$ cat config.mk
export PLATFORM = sky130hd
export DESIGN_NAME = bba_first_zero
export DESIGN_NICKNAME = d
export VERILOG_FILES = /design/src/hw/rtl/bitmap_block_allocator_top_defines.svh /design/src/hw/rtl/bba_pkg.sv /design/src/hw/rtl/bba_first_zero.sv
export SDC_FILE = /design/constraint.sdc
export NUM_CORES = 1
export LEC_CHECK = 0
export BUFFER_PORTS_ARGS = -buffer_cell sky130_fd_sc_hd__buf_4
export CAP_MARGIN = 20
export CORE_UTILIZATION = 40
export DETAILED_ROUTE_END_ITERATION = 7
export MAX_ROUTING_LAYER = met4
export PLACE_DENSITY_LB_ADDON = 0.15
export SLEW_MARGIN = 20
export SYNTH_ARGS = -nofsm -noshare
export SYNTH_HDL_FRONTEND = slang
export SYNTH_SLANG_ARGS = --single-unit
$ cat constraint.sdc
create_clock -name vclk -period 2.2
set_clock_uncertainty 0.1 [all_clocks]
set_input_delay 0.33 -clock vclk [all_inputs]
set_output_delay 0.33 -clock vclk [all_outputs]
set_load 0.02 [all_outputs]
$ cat src/hw/rtl/bitmap_block_allocator_top_defines.svh
// Assertion macros for the bitmap block allocator.
`ifndef BITMAP_BLOCK_ALLOCATOR_TOP_DEFINES_SVH
`define BITMAP_BLOCK_ALLOCATOR_TOP_DEFINES_SVH
`ifndef SYNTHESIS
`define BBA_ASSERT(lbl, prop, msg) \
  lbl: assert property (@(posedge clk_i) disable iff (!rst_ni) (prop)) else $error(msg);
`define BBA_ASSERT_NEXT(lbl, ante, cons, msg) \
  lbl: assert property (@(posedge clk_i) disable iff (!rst_ni) (ante) |=> (cons)) else $error(msg);
`else
`define BBA_ASSERT(lbl, prop, msg)
`define BBA_ASSERT_NEXT(lbl, ante, cons, msg)
`endif
`endif

$ cat src/hw/rtl/bba_pkg.sv
// Shared constants and types of the bitmap block allocator.
package bba_pkg;

  localparam int WordW     = 64;
  localparam int WordIdxW  = 6;
  localparam int MapAwMax  = 9;
  localparam int SumAwMax  = 3;
  localparam int BlockW    = 15;
  localparam int CountW    = 16;
  localparam int BlockReach = 32768;

  localparam logic [1:0] REQ_ALLOC = 2'd0;
  localparam logic [1:0] REQ_FREE  = 2'd1;
  localparam logic [1:0] REQ_MARK  = 2'd2;

  localparam logic [1:0] ST_OK    = 2'd0;
  localparam logic [1:0] ST_FULL  = 2'd1;
  localparam logic [1:0] ST_RANGE = 2'd2;

  typedef struct packed {
    logic                map_re;
    logic                map_we;
    logic [MapAwMax-1:0] map_addr;
    logic [WordW-1:0]    map_wdata;
    logic                sum_re;
    logic                sum_we;
    logic [SumAwMax-1:0] sum_addr;
    logic [WordW-1:0]    sum_wdata;
  } bba_mem_req_t;

endpackage

$ cat src/hw/rtl/bba_first_zero.sv
// Priority encoder for the lowest clear bit of a map or summary word.
module bba_first_zero import bba_pkg::*; (
  input  logic [WordW-1:0]    word_i,
  output logic                found_o,
  output logic [WordIdxW-1:0] idx_o
);

  always_comb begin
    idx_o = '0;
    for (int i = WordW - 1; i >= 0; i--) begin
      if (!word_i[i]) begin
        idx_o = WordIdxW'(i);
      end
    end
  end

  assign found_o = ~&word_i;

endmodule

==> implementation parameters <==
Parameter                              Value

Outcome
  Run status    finished clean

Place
  Routability Congestion    0.8111
  Number of cells in the design after placement    245
  Count of port buffers added during placement    71
  Placed wire-length estimate    2.546 mm

Drt
  DRC violation total after the first TritonRoute iteration    25
  Final Routed Wirelength    2.900 mm
  Routed WL per cell    11.84 µm
  First-pass DRT Iterations    4
  Drt via density    5.567
  DRC viols    0
  Via count    1,364
  Post-detailed-route count of antenna-violating nets    0

Flow run
  Max_cap viols    0

Floorplanning
  Initial core utilization    0.4428
  Cell row count    15
  Width of the die    46.43 µm
  Num ports    71
  Placeable core area    0.001783 mm²
  Die outline area    0.002155 mm²
  Vertical die dimension    46.43 µm

Critical path
  Arrival time reported for the critical path endpoint    1640 ps
  Required time of the worst setup path    1770 ps
  End of the critical path    idx_o[3]
  CP Class    input port to output port
  Worst Path Max Fanout    3
  Nature of the critical path startpoint    input port
  Kind of capture point of the worst setup path    output port
  Critical path startpoint    word_i[51]

Final layout
  Sequential cell area    0 µm²
  Commonest non-fill, non-tap cell in the layout    sky130_fd_sc_hd__buf_4
  Top library cells by usage in the layout, fill and taps aside    sky130_fd_sc_hd__buf_4, sky130_fd_sc_hd__nand2_1, sky130_fd_sc_hd__nor2_1, sky130_fd_sc_hd__nand4_1, sky130_fd_sc_hd__o21ai_0
  Count of antenna diodes in the layout    0
  Synthesis-to-finish area growth    74.17%
  Core occupancy in the finished layout    0.7712
  Number of flip-flops and latches    0
  Proportion of layout cells with a drive suffix above 1    0.3455
  Final nets    286
  Total of clock buffers placed in the layout    0
  Post-Layout Cell Count    245

Global routing
  Gr ovfl total    0
  Via count of the first global-routing pass    1,259
  Met2 Use GR    0.5722
  Initial antenna violation count    0
  Met3 Resource Use GR    0.01961
  Maximum number of pins on one net before global-route repair    6
  Most utilized layer in the global route result    met2
  Met1 capacity usage during global routing    0.2864
  Gr usage total    0.2841
  First-pass GRT wire length    4.491 mm

STA
  Achievable Freq    484.1 MHz
  Final sum of negative setup slack    0 ps
  Actual slew at the worst max-slew pin    421.3 ps
  Worst hold slack after final layout    1013 ps
  Final critical-path required period    2066 ps
  Period utilisation layout    0.9390
  Hold violation total from the final report    0
  Slew HR    0.7119
  RSZ-0062 raised after global routing    no
  Fin. max-slew vios    0
  Number of setup violations in the final report    0

Logic synthesis
  Mapped Cells    147
  Top-area cell type share of the netlist area    0.1331
  Synthesized area per cell    5.371 µm²
  Post-Syn Area    789.5 µm²
  Sequential area share after synthesis    0
  Synthesized Nets    211
  Count of unique library cells instantiated by Yosys    31
  Number of warnings issued by yosys    0
  Cell type with the largest total area after synthesis    sky130_fd_sc_hd__nand2_1
  Leading cell types by total area after synthesis    sky130_fd_sc_hd__nand2_1, sky130_fd_sc_hd__nand4_1, sky130_fd_sc_hd__o21ai_0

Min path
  Hold Crit Class    input port to output port

Power
  Max rail drop VDD    0.1096 mV
  Cell leakage power    0.6504 nW
  Power Dens Cells    145.6 mW/mm²
  Post-layout total power    0.0002002 W
[kinds of logic (layout without fill, tap and decap cells)]
group                  Yosys count  after routing  share of synthesized area
and+or+nand+nor                 87             87                     0.5499
AOI/OAI and AO/OA               49             49                     0.3978
buffers and inverters           11             84                    0.05230
[stage by stage]
step           setup slack [ps]  instance area, µm²
2_1_floorplan             4.190               789.5
3_3_place_gp              4.062                1369
3_5_place_dp             -14.38                1369
4_1_cts                   4.148                1375
5_1_grt                   39.74                1375
6_report                  134.1                1375
[what timing repair did]
| item | in CTS | in global routing |
|---|---|---|
| hold buffers | 0 | 0 |
| setup endpoints to repair | 1 | 2 |
| gates resized for setup | 1 | 2 |
| pin swaps | 0 | 2 |
| buffers inserted | 0 | 0 |
| gates cloned | 0 | 0 |
[how the worst min path moves through the flow]
stage	from	endpoint	slack, ps	depth (start not counted)
final	word_i[0]	idx_o[0]	1010	5
after global routing	word_i[0]	idx_o[0]	1050	5
after CTS	word_i[0]	idx_o[0]	1020	5
after detailed placement	word_i[0]	idx_o[0]	1010	5
after global placement	word_i[0]	idx_o[0]	1000	5
after floorplan	word_i[4]	idx_o[3]	750	2
[critical path, stage by stage]
cell	delay [ps]
sky130_fd_sc_hd__buf_4	90
sky130_fd_sc_hd__nand4_1	110
sky130_fd_sc_hd__or2_1	250
sky130_fd_sc_hd__nor2_1	110
sky130_fd_sc_hd__o21ai_1	70
sky130_fd_sc_hd__a311o_1	290
sky130_fd_sc_hd__a311oi_2	210
sky130_fd_sc_hd__buf_4	180
[layer usage]
| layer | share of wire | vias up |
|---|---|---|
| li1 | - | 708 |
| met1 | 0.41 | 598 |
| met2 | 0.54 | 54 |
| met3 | 0.044 | 4 |
| met4 | 0.0086 | 0 |
| met5 | 0 | - |
[Yosys cell counts, drive strengths merged]
| cell type | n |
|---|---|
| and3 | 3 |
| nor2 | 16 |
| nand4 | 14 |
| o2111ai | 2 |
| inv | 11 |
| a21oi | 9 |
| or2 | 1 |
| nor2b | 2 |
| a21boi | 2 |
| a2111oi | 1 |
| nand2b | 4 |
| o31ai | 2 |
| nand2 | 28 |
| a2bb2oi | 1 |
| o21a | 1 |
| a211oi | 4 |
| o221ai | 1 |
| nor3 | 6 |
| nor4 | 1 |
| o211ai | 1 |
| o21ai | 15 |
| and4 | 1 |
| a31oi | 4 |
| nand3 | 9 |
| and2b | 1 |
| nand4b | 1 |
| a311o | 1 |
| a311oi | 2 |
| a21o | 3 |
[cell type report]
class                      count  area, µm²
tap                           25      31.28
timing repair buffer          73      548.0
inverter                      11      41.29
multi-input combinational    136      754.5
fill                         155      407.9
[where the power goes]
group / total, W / switching [W] / internal (W)
combinational: 0.000200 / 0.0000919 / 0.000108
clock: 0 / 0 / 0
sequential: 0 / 0 / 0
total: 0.000200 / 0.0000919 / 0.000108
Power figures use the tool's default switching activity.
